`config.mk`:
```
export PLATFORM = sky130hd
export DESIGN_NAME = linear_interp_resampler
export DESIGN_NICKNAME = d
export VERILOG_FILES = /design/src/design/lir_pkg.sv /design/src/design/linear_interp_resampler.sv
export SDC_FILE = /design/constraint.sdc
export NUM_CORES = 1
export LEC_CHECK = 0
export BUFFER_PORTS_ARGS = -buffer_cell sky130_fd_sc_hd__buf_2
export CORE_AREA = 2 2 168 88
export DETAILED_ROUTE_END_ITERATION = 16
export DIE_AREA = 0 0 170 90
export PLACE_DENSITY = 0.76
export SYNTH_ARGS = -nofsm -noshare
export SYNTH_HDL_FRONTEND = slang
export SYNTH_SLANG_ARGS = --single-unit
```
`constraint.sdc`:
```
create_clock -name clk -period 8.9 [get_ports clk]
set_input_delay 1.335 -clock clk [delete_from_list [all_inputs] [get_ports clk]]
set_output_delay 1.335 -clock clk [all_outputs]
set_load 0.01 [all_outputs]
```
`src/design/lir_pkg.sv`:
```
// ----------------------------------------------------------------------------
// lir_pkg
// Shared types and fixed constants for the linear interpolating resampler.
// ----------------------------------------------------------------------------
package lir_pkg;

  // Width of one I or Q sample.
  localparam int SAMPLE_W = 16;

  // Fractional bits of the interpolation weight and its rounding offset.
  localparam int FRAC_BITS = 15;
  localparam int ONE_Q15   = 32768;
  localparam int ROUND_Q15 = 16384;

  // One input word: a complex sample.
  typedef struct packed {
    logic signed [SAMPLE_W-1:0] in_i;
    logic signed [SAMPLE_W-1:0] in_q;
  } in_word_t;

  // One output word: an interpolated complex sample.
  typedef struct packed {
    logic signed [SAMPLE_W-1:0] out_i;
    logic signed [SAMPLE_W-1:0] out_q;
  } out_word_t;

endpackage

```
`src/design/linear_interp_resampler.sv`:
```
// ----------------------------------------------------------------------------
// linear_interp_resampler
// Rational-ratio I/Q resampler with linear interpolation between samples.
// ----------------------------------------------------------------------------
// The block takes one complex sample per clock while in_stall is low, and gives
// out OUT_BLOCK output words for every IN_BLOCK input words. Output j sits at
// input position j*IN_BLOCK/OUT_BLOCK. It is registered into the output buffer
// when the sample that follows its base position is taken, as prev +
// frac*(cur - prev) with a Q15 weight and round-half-up. At most one word comes
// out per input word; when IN_BLOCK < OUT_BLOCK any further outputs that fall
// on the same input are dropped while the phase still advances. The sustained
// rate is one input word per clock while the output is not stalled. The input
// port feeds the phase and interpolation logic directly, and the output
// register is the only stage. The output side has a two-word buffer, so the
// input is stalled only when both words are held by a stalled downstream.
// ----------------------------------------------------------------------------
module linear_interp_resampler #(
  parameter int IN_BLOCK  = 3072,
  parameter int OUT_BLOCK = 2048
) (
  input  logic               clk,
  input  logic               rst,
  input  logic               in_valid,
  output logic               in_stall,
  input  lir_pkg::in_word_t  in_word,
  output logic               out_valid,
  input  logic               out_stall,
  output lir_pkg::out_word_t out_word
);

  import lir_pkg::*;

  // Phase is kept as the distance from the previous input to the next output,
  // in units of 1/OUT_BLOCK of an input period. Once an output has been made
  // it stays below IN_BLOCK; just after reset it equals OUT_BLOCK.
  localparam int OM    = OUT_BLOCK % IN_BLOCK;
  localparam int GMAX  = (OUT_BLOCK > IN_BLOCK - 1) ? OUT_BLOCK : IN_BLOCK - 1;
  localparam int G_W   = $clog2(GMAX + 1);
  localparam int FMAX  = (GMAX * ONE_Q15) / OUT_BLOCK;
  localparam int F_W   = $clog2(FMAX + 1);
  localparam int R_W   = $clog2(OUT_BLOCK);

  // Step taken after an output when the phase is at least OM: minus OM.
  localparam int B_NUM = (OM * ONE_Q15) / OUT_BLOCK;
  localparam int B_MOD = (OM * ONE_Q15) % OUT_BLOCK;
  localparam int QBN   = (B_MOD == 0) ? B_NUM : B_NUM + 1;
  localparam int RB    = (B_MOD == 0) ? 0 : OUT_BLOCK - B_MOD;

  // Step taken after an output when the phase is below OM: plus IN_BLOCK-OM.
  localparam int CC    = IN_BLOCK - OM;
  localparam int QC    = (CC * ONE_Q15) / OUT_BLOCK;
  localparam int RC    = (CC * ONE_Q15) % OUT_BLOCK;

  // State registers.
  logic [G_W-1:0]              pos;
  logic [F_W-1:0]              frac;
  logic [R_W-1:0]              frac_rem;
  logic signed [SAMPLE_W-1:0]  prev_i;
  logic signed [SAMPLE_W-1:0]  prev_q;

  logic [G_W-1:0]              pos_next;
  logic [F_W-1:0]              frac_next;
  logic [R_W-1:0]              frac_rem_next;

  // Output buffer: the visible word and one skid word.
  out_word_t                   skid_word;
  logic                        skid_valid;

  logic                        in_fire;
  logic                        out_take;
  logic                        emit;
  logic                        pos_hi;
  logic [R_W:0]                rem_sum;
  logic                        rem_carry;
  out_word_t                   result;

  logic signed [FRAC_BITS:0]   weight;
  logic signed [SAMPLE_W:0]    diff_i;
  logic signed [SAMPLE_W:0]    diff_q;
  logic signed [32:0]          prod_i;
  logic signed [32:0]          prod_q;

  assign in_stall = skid_valid;
  assign in_fire  = in_valid && !skid_valid;
  assign out_take = out_valid && !out_stall;

  // An output is due when the next output lies within this input period.
  assign emit   = (frac < F_W'(ONE_Q15));
  assign pos_hi = (pos >= G_W'(OM));

  // Phase and interpolation weight for the next input word.
  always_comb begin
    rem_sum       = '0;
    rem_carry     = 1'b0;
    pos_next      = pos;
    frac_next     = frac;
    frac_rem_next = frac_rem;
    if (!emit) begin
      pos_next  = pos - G_W'(OUT_BLOCK);
      frac_next = frac - F_W'(ONE_Q15);
    end else if (pos_hi) begin
      rem_sum       = {1'b0, frac_rem} + (R_W + 1)'(RB);
      rem_carry     = (rem_sum >= (R_W + 1)'(OUT_BLOCK));
      pos_next      = pos - G_W'(OM);
      frac_next     = frac - F_W'(QBN) + F_W'(rem_carry);
      frac_rem_next = rem_carry ? R_W'(rem_sum - (R_W + 1)'(OUT_BLOCK))
                                : rem_sum[R_W-1:0];
    end else begin
      rem_sum       = {1'b0, frac_rem} + (R_W + 1)'(RC);
      rem_carry     = (rem_sum >= (R_W + 1)'(OUT_BLOCK));
      pos_next      = pos + G_W'(CC);
      frac_next     = frac + F_W'(QC) + F_W'(rem_carry);
      frac_rem_next = rem_carry ? R_W'(rem_sum - (R_W + 1)'(OUT_BLOCK))
                                : rem_sum[R_W-1:0];
    end
  end

  // Linear interpolation with round-half-up on the Q15 product.
  always_comb begin
    weight       = $signed({1'b0, frac[FRAC_BITS-1:0]});
    diff_i       = {in_word.in_i[SAMPLE_W-1], in_word.in_i} - {prev_i[SAMPLE_W-1], prev_i};
    diff_q       = {in_word.in_q[SAMPLE_W-1], in_word.in_q} - {prev_q[SAMPLE_W-1], prev_q};
    prod_i       = 33'(weight) * 33'(diff_i) + 33'(ROUND_Q15);
    prod_q       = 33'(weight) * 33'(diff_q) + 33'(ROUND_Q15);
    result.out_i = prev_i + prod_i[FRAC_BITS+SAMPLE_W-1:FRAC_BITS];
    result.out_q = prev_q + prod_q[FRAC_BITS+SAMPLE_W-1:FRAC_BITS];
  end

  // Phase state.
  always_ff @(posedge clk) begin
    if (rst) begin
      pos      <= G_W'(OUT_BLOCK);
      frac     <= F_W'(ONE_Q15);
      frac_rem <= '0;
      prev_i   <= '0;
      prev_q   <= '0;
    end else if (in_fire) begin
      pos      <= pos_next;
      frac     <= frac_next;
      frac_rem <= frac_rem_next;
      prev_i   <= in_word.in_i;
      prev_q   <= in_word.in_q;
    end
  end

  // Output buffer control.
  always_ff @(posedge clk) begin
    if (rst) begin
      out_valid  <= 1'b0;
      skid_valid <= 1'b0;
    end else if (skid_valid) begin
      if (out_take) begin
        skid_valid <= 1'b0;
      end
    end else if (in_fire && emit) begin
      if (out_valid && !out_take) begin
        skid_valid <= 1'b1;
      end else begin
        out_valid <= 1'b1;
      end
    end else if (out_take) begin
      out_valid <= 1'b0;
    end
  end

  // Output buffer data.
  always_ff @(posedge clk) begin
    if (skid_valid) begin
      if (out_take) begin
        out_word <= skid_word;
      end
    end else if (in_fire && emit) begin
      if (out_valid && !out_take) begin
        skid_word <= result;
      end else begin
        out_word <= result;
      end
    end
  end

endmodule

```
# Word-level counts from Yosys, hierarchy flattened
# Index checks and enable logic that the tools add are counted.
dict set report op_classes {
  n_addsub 13
  mul 2
  order_cmp 3
  eq_ne 3
  muxes 15
  bitwise_logic 1
  n_reduce_logical 13
}
# operator count
set ops {}
lappend ops {{32-bit two-way mux} 4}
lappend ops {{31-bit by 16-bit adder with 31-bit output, second input constant} 2}
lappend ops {{16-bit by 17-bit multiplier with 31-bit output} 2}
lappend ops {{16-bit by 16-bit subtractor with 17-bit output} 2}
lappend ops {{16-bit by 1-bit adder with 16-bit output} 2}
lappend ops {{16-bit adder} 2}
lappend ops {{16-bit two-way mux} 2}
lappend ops {{12-bit two-way mux} 2}
lappend ops {{16-bit by 15-bit adder with 16-bit output, second input constant} 1}
lappend ops {{16-bit < comparator, second input constant} 1}
lappend ops {{16-bit subtractor, second input constant} 1}
lappend ops {{12-bit by 11-bit adder with 12-bit output, second input constant} 1}
lappend ops {{11-bit by 12-bit >= comparator with 1-bit output, second input constant} 1}
lappend ops {{12-bit >= comparator, second input constant} 1}
lappend ops {{3-bit AND reduction} 4}
lappend ops {{12-bit subtractor, second input constant} 1}
lappend ops {{11-bit by 1-bit subtractor with 11-bit output, second input constant} 1}
lappend ops {{1-bit two-way mux} 7}
lappend ops {{1-bit logical AND} 4}
lappend ops {{2-bit != test, second input constant} 2}
lappend ops {{2-bit nonzero test} 2}
lappend ops {{1-bit zero test} 3}
lappend ops {{2-bit by 1-bit != test with 1-bit output, second input constant} 1}
lappend ops {{1-bit inverter} 1}
dict set report totals {
  regBits 137
  in_bits 36
  output_inout_bits 34
  elab_cells 61
}

# Longest topological paths before layout
# Gate-level depths: netlist (run 1).
dict set report logic_depth {
  ltp_word 7
  depth_mapped 25
  ltp_nobuf 25
}

# Worst setup path before layout (run 1)
# OpenSTA, ideal clock, no wires.
dict set report synth_timing {
  path_type {input to register}
  from {in in_word[16] (netlist bit)}
  to {reg out_word[28] (netlist bit), data pin}
  setup_time_ns 0.260
  arrival_ns 5.352
  t_required_ns 8.640
  path_slack_ns 3.288
  stages 23
  path_buffers 0
  path_cell_list {inv_1 ha_1 inv_1 fa_1 and2_1 ha_1 ha_1 ha_1 ha_1 ha_1 ha_1 ha_1 and2_1 nand2_1 xor2_1 nor2_1 ha_1 and3_1 a211oi_1 o21bai_1 a21o_1 xor2_1 mux2_2}
}
# item line
set synth_lines {}
lappend synth_lines {{start: declaration} linear_interp_resampler.sv:25} ;# input lir_pkg::in_word_t in_word,
lappend synth_lines {{end signal: assignment} linear_interp_resampler.sv:170} ;# out_word <= skid_word;
lappend synth_lines {{end signal: assignment} linear_interp_resampler.sv:176} ;# out_word <= result;
lappend synth_lines {{end: declaration} linear_interp_resampler.sv:28} ;# output lir_pkg::out_word_t out_word

==> results.py, run 1 <==
metrics = {
    "global_routing": {
        "grt_max_degree": 39,
        "grt_pass1_wl_um": 28500,
        "grt_pass1_vias": 5369,
        "track_usage_pct": 23.6,
        "overflow": 0,
        "antenna_found_initial": 0,
    },
    "worst_setup_path": {
        "crit_start": "in_word[0]",
        "r2r-start": "frac[14]",
        "worstSetupPathType": "input pin to flop",
        "r2r_slack_ns": 3.64,
        "timing.rr.end": "out_word[15]",
        "reg2regPathDepth": 21,
        "cp-start-kind": "input pin",
        "end_kind": "flop",
        "crit_fanout": 6,
        "cp_data_arrival_time_ns": 5.87,
        "worstPathRequired_ns": 9.00,
    },
    "clock_tree": {
        "insertion_delay_ns": 0.35,
        "cts_sinks": 102,
        "cts_buffer_depth": 2,
        "htree_levels": 3,
        "holdBufCountCts": 0,
        "clock-root-buffer": "clkbuf_16",
        "clk_pin_slew_ns": 0.08,
        "tritoncts": "yes",
        "cts.repair.resized": 0,
        "cts_setup_buffers": 0,
        "cts_made_buffers": 9,
    },
    "floorplanning": {
        "start_util_pct": 53.1,
        "die-width_um": 170,
        "ioPinCount": 70,
        "fp-row-count": 31,
        "die_area_um2": 15300,
        "coreArea_um2": 14000,
        "die_y_um": 90,
    },
    "layout": {
        "antenna_cells": 0,
        "design_area_um2": 8210,
        "drive_gt1_share_pct": 16.6,
        "nFillCells": 1240,
        "synthToLayoutAreaGrowth_pct": 10.7,
        "nets": 972,
    },
    "placement": {
        "place_hpwl_um": 13000,
        "port_buffers": 69,
        "place.gp.congestion": 0.900,
        "placed_area_um2": 7930,
    },
    "timing": {
        "maxSlewViolCount": 0,
        "rsz0062_at_grt": "no",
        "finalSetupViolations": 0,
        "fin_setup_tns_ns": 0,
        "min_period_ns": 5.77,
        "max_freq_ghz": 0.173,
        "fin_crit_sh_pct": 64.8,
        "tightest_slew_ns": 1.18,
        "slew_headroom_pct": 21.1,
        "fin_skew_ns": 0.0119,
        "finalHoldViolations": 0,
    },
    "pwr": {
        "ir_drop_uv": 82.9,
        "p_leak_nw": 3.49,
        "powerDensity_nw_per_um2": 144,
    },
    "synthesis": {
        "syn_avg_cell_area_um2": 9.33,
        "syn_inst": 795,
        "yosysSeqAreaShare_pct": 36.2,
        "ys_ff_latch": 102,
        "synth_fp_nets": 912,
        "synthFlopType": "edfxtp_1",
        "yosys_warnings": 0,
        "yosysUniqueCellTypes": 68,
        "synth_edf_count": 64,
        "synthArstFlopShare_pct": 0,
        "synth_area_um2": 7420,
    },
    "route": {
        "ant_nets": 0,
        "drc": 0,
        "wl_per_cell_um": 16.9,
        "first_pass_iters": 5,
        "vias": 5976,
        "drt_wl_total_um": 17600,
        "drt_iter0_markers": 459,
        "vias_per_cell": 5.74,
    },
    "job": {
        "drv_cap": 0,
    },
    "hold_path": {
        "holdCritStartpoint": "prev_i[10]",
        "min_path_cells": 2,
        "hold_class": "flop to flop",
        "hold_end": "prev_i[10]",
    },
    "outcome": {
        "outcome": "completed",
    },
}
-- synth_stat cells, types with 19 or more instances --
library cell | n | area (um2)
o21ai_0 | 29 | 145
inv_1 | 53 | 199
mux2_2 | 31 | 349
clkbuf_1 | 19 | 71.3
nand2_1 | 104 | 390
dfxtp_1 | 38 | 761
edfxtp_1 | 64 | 1920
xor2_1 | 21 | 184
ha_1 | 77 | 963
xnor2_1 | 41 | 359
a21oi_1 | 69 | 345
nor2_1 | 50 | 188
nor3_1 | 21 | 105
-- per-stage QoR --
step,power (W),std cells,hold slack [ns],utilization (%),setup slack (ns)
global placement,0.000799,1025,0.466,56.8,2.95
detailed placement,0.000803,1025,0.473,56.8,2.84
global route,0.00124,1041,0.505,58.8,2.83
CTS,0.00119,1041,0.483,58.8,3.19
finish,0.00118,1041,0.486,58.8,3.13
floorplan,0.000735,795,0.454,-,3.29
-- worst max-delay path, stage by stage --
cell and delay (ns):
buf_2 0.09, inv_1 0.04, ha_1 0.22, fa_1 0.48, nor2_1 0.04, ha_1 0.24
ha_1 0.19, ha_1 0.19, ha_1 0.18, ha_1 0.19, ha_1 0.21, ha_1 0.23
xor2_1 0.17, ha_1 0.41, nand3_1 0.11, a211oi_1 0.40, nor4_1 0.11, nor3_1 0.25
a211oi_1 0.14, o21bai_1 0.14, a21o_1 0.14, xnor2_1 0.07, mux2_1 0.28
-- cell usage in the layout, fill, tap and decap left out, drive strengths merged, types with 6 or more instances in the layout --
| cell type | n |
|---|---|
| buf | 74 |
| nand2 | 104 |
| xnor2 | 41 |
| clkbuf | 10 |
| nand2b | 8 |
| nor2 | 50 |
| nor3 | 21 |
| a211oi | 6 |
| o21a | 10 |
| and3 | 6 |
| o31ai | 7 |
| o21ai | 33 |
| ha | 77 |
| edfxtp | 64 |
| a21oi | 72 |
| nor2b | 9 |
| xor2 | 21 |
| dfxtp | 38 |
| mux2 | 32 |
| inv | 56 |
| a21o | 15 |
| nand3 | 17 |
-- how the worst max path moves through the flow --
stage / endpoint / cells past startpoint / slack (ns)
4_1_cts: out_word[15] / 23 / 3.19
2_1_floorplan: out_word[28] / 23 / 3.29
6_report: out_word[15] / 23 / 3.13
3_3_place_gp: out_word[15] / 23 / 2.95
5_1_grt: out_word[15] / 23 / 2.83
3_5_place_dp: out_word[28] / 24 / 2.84
-- routing by layer --
metal | part of all wire, % | GRT usage, % | vias to the layer above | wire length (um)
met5 | 0 | 0 | - | 0
met4 | 0.59 | 3.77 | 0 | 104
met3 | 7.1 | 5.24 | 12 | 1250
met2 | 37 | 30.0 | 183 | 6530
met1 | 55 | 39.7 | 2797 | 9750
li1 | - | - | 2984 | -
-- kinds of logic after synthesis --
logic type | count (synthesis) | share of synthesized area, %
simple gates | 251 | 16.4
compound gates | 185 | 16.5
flops | 102 | 36.2
fa+ha+maj | 81 | 14.1
buf+inv | 78 | 4.18
xor+xnor | 62 | 7.32
mux | 36 | 5.40
-- final cells by class --
type	count	area, um2	area share, %
clock inverter	6	52.6	0.640
timing repair buffer	74	383	4.66
tap	181	226	2.76
sequential	102	2680	32.7
inverter	53	199	2.42
multi-input combinational	615	4440	54.1
clock buffer	10	229	2.79
-- power by group --
group	internal [W]	total, W	switching, W
Clock	0.000195	0.000385	0.000190
Combinational	0.000105	0.000262	0.000156
Sequential	0.000525	0.000538	0.0000128
-- flip-flops by register name, indices dropped and copies added, names as in the netlist --
| register | flops |
|---|---|
| frac | 2 |
| out_word | 32 |
| prev_i | 16 |
| skid_word | 32 |
| out_valid | 1 |
| in_stall | 1 |
| pos | 2 |
| prev_q | 16 |
No activity file was read; power rests on OpenSTA's default activity.
==> run 2: changes to the inputs <==
- clock period: 8.9 -> 5.9 ns (I/O delays scaled with it)
==> results.py, run 2 (same netlist as run 1, synthesis figures left out) <==
metrics = {
    "layout": {
        "design_area_um2": 8230,
        "antenna_cells": 0,
        "mostFrequentLayoutCell": "nand2_1",
        "final_cells": 1043,
        "final_cell_mix": "104 x nand2_1, 77 x ha_1, 69 x buf_2",
        "drive_gt1_share_pct": 16.8,
        "largestRegisters": "out_word (32), skid_word (32)",
        "synthToLayoutAreaGrowth_pct": 10.9,
        "nets": 974,
    },
    "worst_setup_path": {
        "end_kind": "flop",
        "timing.rr.end": "out_word[15]",
        "cpMaxStageDelayCell": "fa_1",
        "crit_top_cell": "ha_1",
        "crit_chain": "buf_2, inv_1, ha_1, fa_1, nor2_1, ha_1, ha_1, ha_1, ha_1, ha_1, ha_1, ha_1, xor2_1, ha_1, nand3_1, a211oi_1, nor4_1, nor3_1, a211oi_1, o21bai_1, a21o_1, xnor2_1, mux2_1",
        "r2r-start": "prev_q[0]",
        "crit_fanout": 6,
        "worstSetupPathType": "input pin to flop",
        "r2r_slack_ns": 0.94,
        "cp-start-kind": "input pin",
        "reg2regPathDepth": 21,
        "cp_slowest_stage_delay_ns": 0.48,
        "cp_data_arrival_time_ns": 5.37,
        "critPathBufInv": 2,
        "crit_family": "adder cells",
        "worstPathRequired_ns": 6.00,
    },
    "timing": {
        "fin_crit_sh_pct": 89.3,
        "max_freq_ghz": 0.190,
        "setup_slack_ns": 0.629,
        "fin_skew_ns": 0.0114,
        "holdWs_ns": 0.480,
        "tightest_slew_ns": 1.14,
        "slew_headroom_pct": 23.9,
        "finalSetupViolations": 0,
        "fin_setup_tns_ns": 0,
        "maxSlewViolCount": 0,
        "finalHoldViolations": 0,
        "min_period_ns": 5.27,
        "rsz0062_at_grt": "no",
    },
    "route": {
        "drt_iter0_markers": 553,
        "wl_per_cell_um": 16.9,
        "vias": 5974,
        "drc": 0,
        "ant_nets": 0,
        "vias_per_cell": 5.73,
        "first_pass_iters": 5,
        "drt_wl_total_um": 17700,
    },
    "clock_tree": {
        "cts_buffer_depth": 2,
        "clk_pin_slew_ns": 0.07,
        "clock-root-buffer": "clkbuf_16",
        "holdBufCountCts": 0,
        "cts.repair.resized": 0,
        "cts_sinks": 102,
        "tritoncts": "yes",
        "cts_made_buffers": 9,
        "cts_setup_buffers": 0,
        "htree_levels": 3,
        "insertion_delay_ns": 0.35,
    },
    "global_routing": {
        "antenna_found_initial": 0,
        "grt_pass1_vias": 5397,
        "overflow": 0,
        "track_usage_pct": 23.5,
        "grt_max_degree": 39,
        "grt_pass1_wl_um": 28600,
    },
    "floorplanning": {
        "die_y_um": 90,
        "ioPinCount": 70,
        "coreArea_um2": 14000,
        "start_util_pct": 53.1,
        "die_area_um2": 15300,
        "fp-row-count": 31,
        "die-width_um": 170,
    },
    "hold_path": {
        "hold_end": "prev_i[10]",
        "hold_class": "flop to flop",
        "holdCritStartpoint": "prev_i[10]",
        "min_path_cells": 2,
    },
    "placement": {
        "dp.cells": 1027,
        "port_buffers": 69,
        "place_hpwl_um": 13100,
        "place.gp.congestion": 0.902,
        "pre_cts_ws_ns": 0.292,
        "placed_area_um2": 7940,
    },
    "pwr": {
        "ir_drop_uv": 134,
        "p_leak_nw": 3.50,
        "powerDensity_nw_per_um2": 218,
    },
    "outcome": {
        "outcome": "completed",
    },
    "job": {
        "drv_cap": 0,
    },
}
-- run 2: cell types whose count changed in the layout (fill, tap and decap cells not counted) --
| cell | change |
|---|---|
| inv_8 | +1 |
| inv_6 | -1 |
| clkinv_4 | +1 |
| clkinvlp_4 | -1 |
| buf_4 | +2 |
-- run 2: layout make-up --
cell class | instances | area [um2]
Inverter | 53 | 199
Clock inverter | 6 | 56.3
Timing Repair Buffer | 76 | 398
Fill cell | 1214 | 5730
Clock buffer | 10 | 229
Sequential cell | 102 | 2680
Tap cell | 181 | 226
Multi-Input combinational cell | 615 | 4440
-- run 2: worst max path at each step --
| stage | start | to | slack (ns) | depth (start not counted) |
|---|---|---|---|---|
| global placement | in_word[0] | out_word[15] | 0.42 | 23 |
| CTS | in_word[0] | out_word[15] | 0.68 | 23 |
| global route | in_word[0] | out_word[15] | 0.29 | 23 |
| finish | in_word[0] | out_word[15] | 0.63 | 23 |
| floorplan | in_word[16] | out_word[28] | 0.74 | 23 |
| detailed placement | in_word[16] | out_word[28] | 0.29 | 24 |
-- run 2: metal layers --
metal	routed length (um)	GRT usage (%)
met3	1480	5.55
met2	6350	29.1
met1	9700	39.6
met5	0	0
met4	155	4.99
-- run 2: report_power, final --
part           internal, W  switching, W  leakage, nW
combinational     0.000160      0.000238         2.46
clock             0.000296      0.000290        0.137
sequential        0.000792     0.0000190        0.908
-- run 2: through the flow --
stage               total power [W]  util (%)
floorplan                   0.00111         -
global placement            0.00121      56.9
detailed placement          0.00122      56.9
CTS                         0.00180      58.9
global route                0.00188      58.9
finish                      0.00180      58.9
-- run 2: worst register-to-register path: stages, from the launching register on --
cell and delay [ns]:
dfxtp_1 0.35, ha_1 0.22, fa_1 0.48, nor2_1 0.04, ha_1 0.21, ha_1 0.19, ha_1 0.19, ha_1 0.18
ha_1 0.19, ha_1 0.22, ha_1 0.24, xor2_1 0.18, ha_1 0.42, nand3_1 0.11, a211oi_1 0.35, nor4_1 0.10
nor3_1 0.25, a211oi_1 0.15, o21bai_1 0.14, a21o_1 0.14, xnor2_1 0.08, mux2_1 0.29
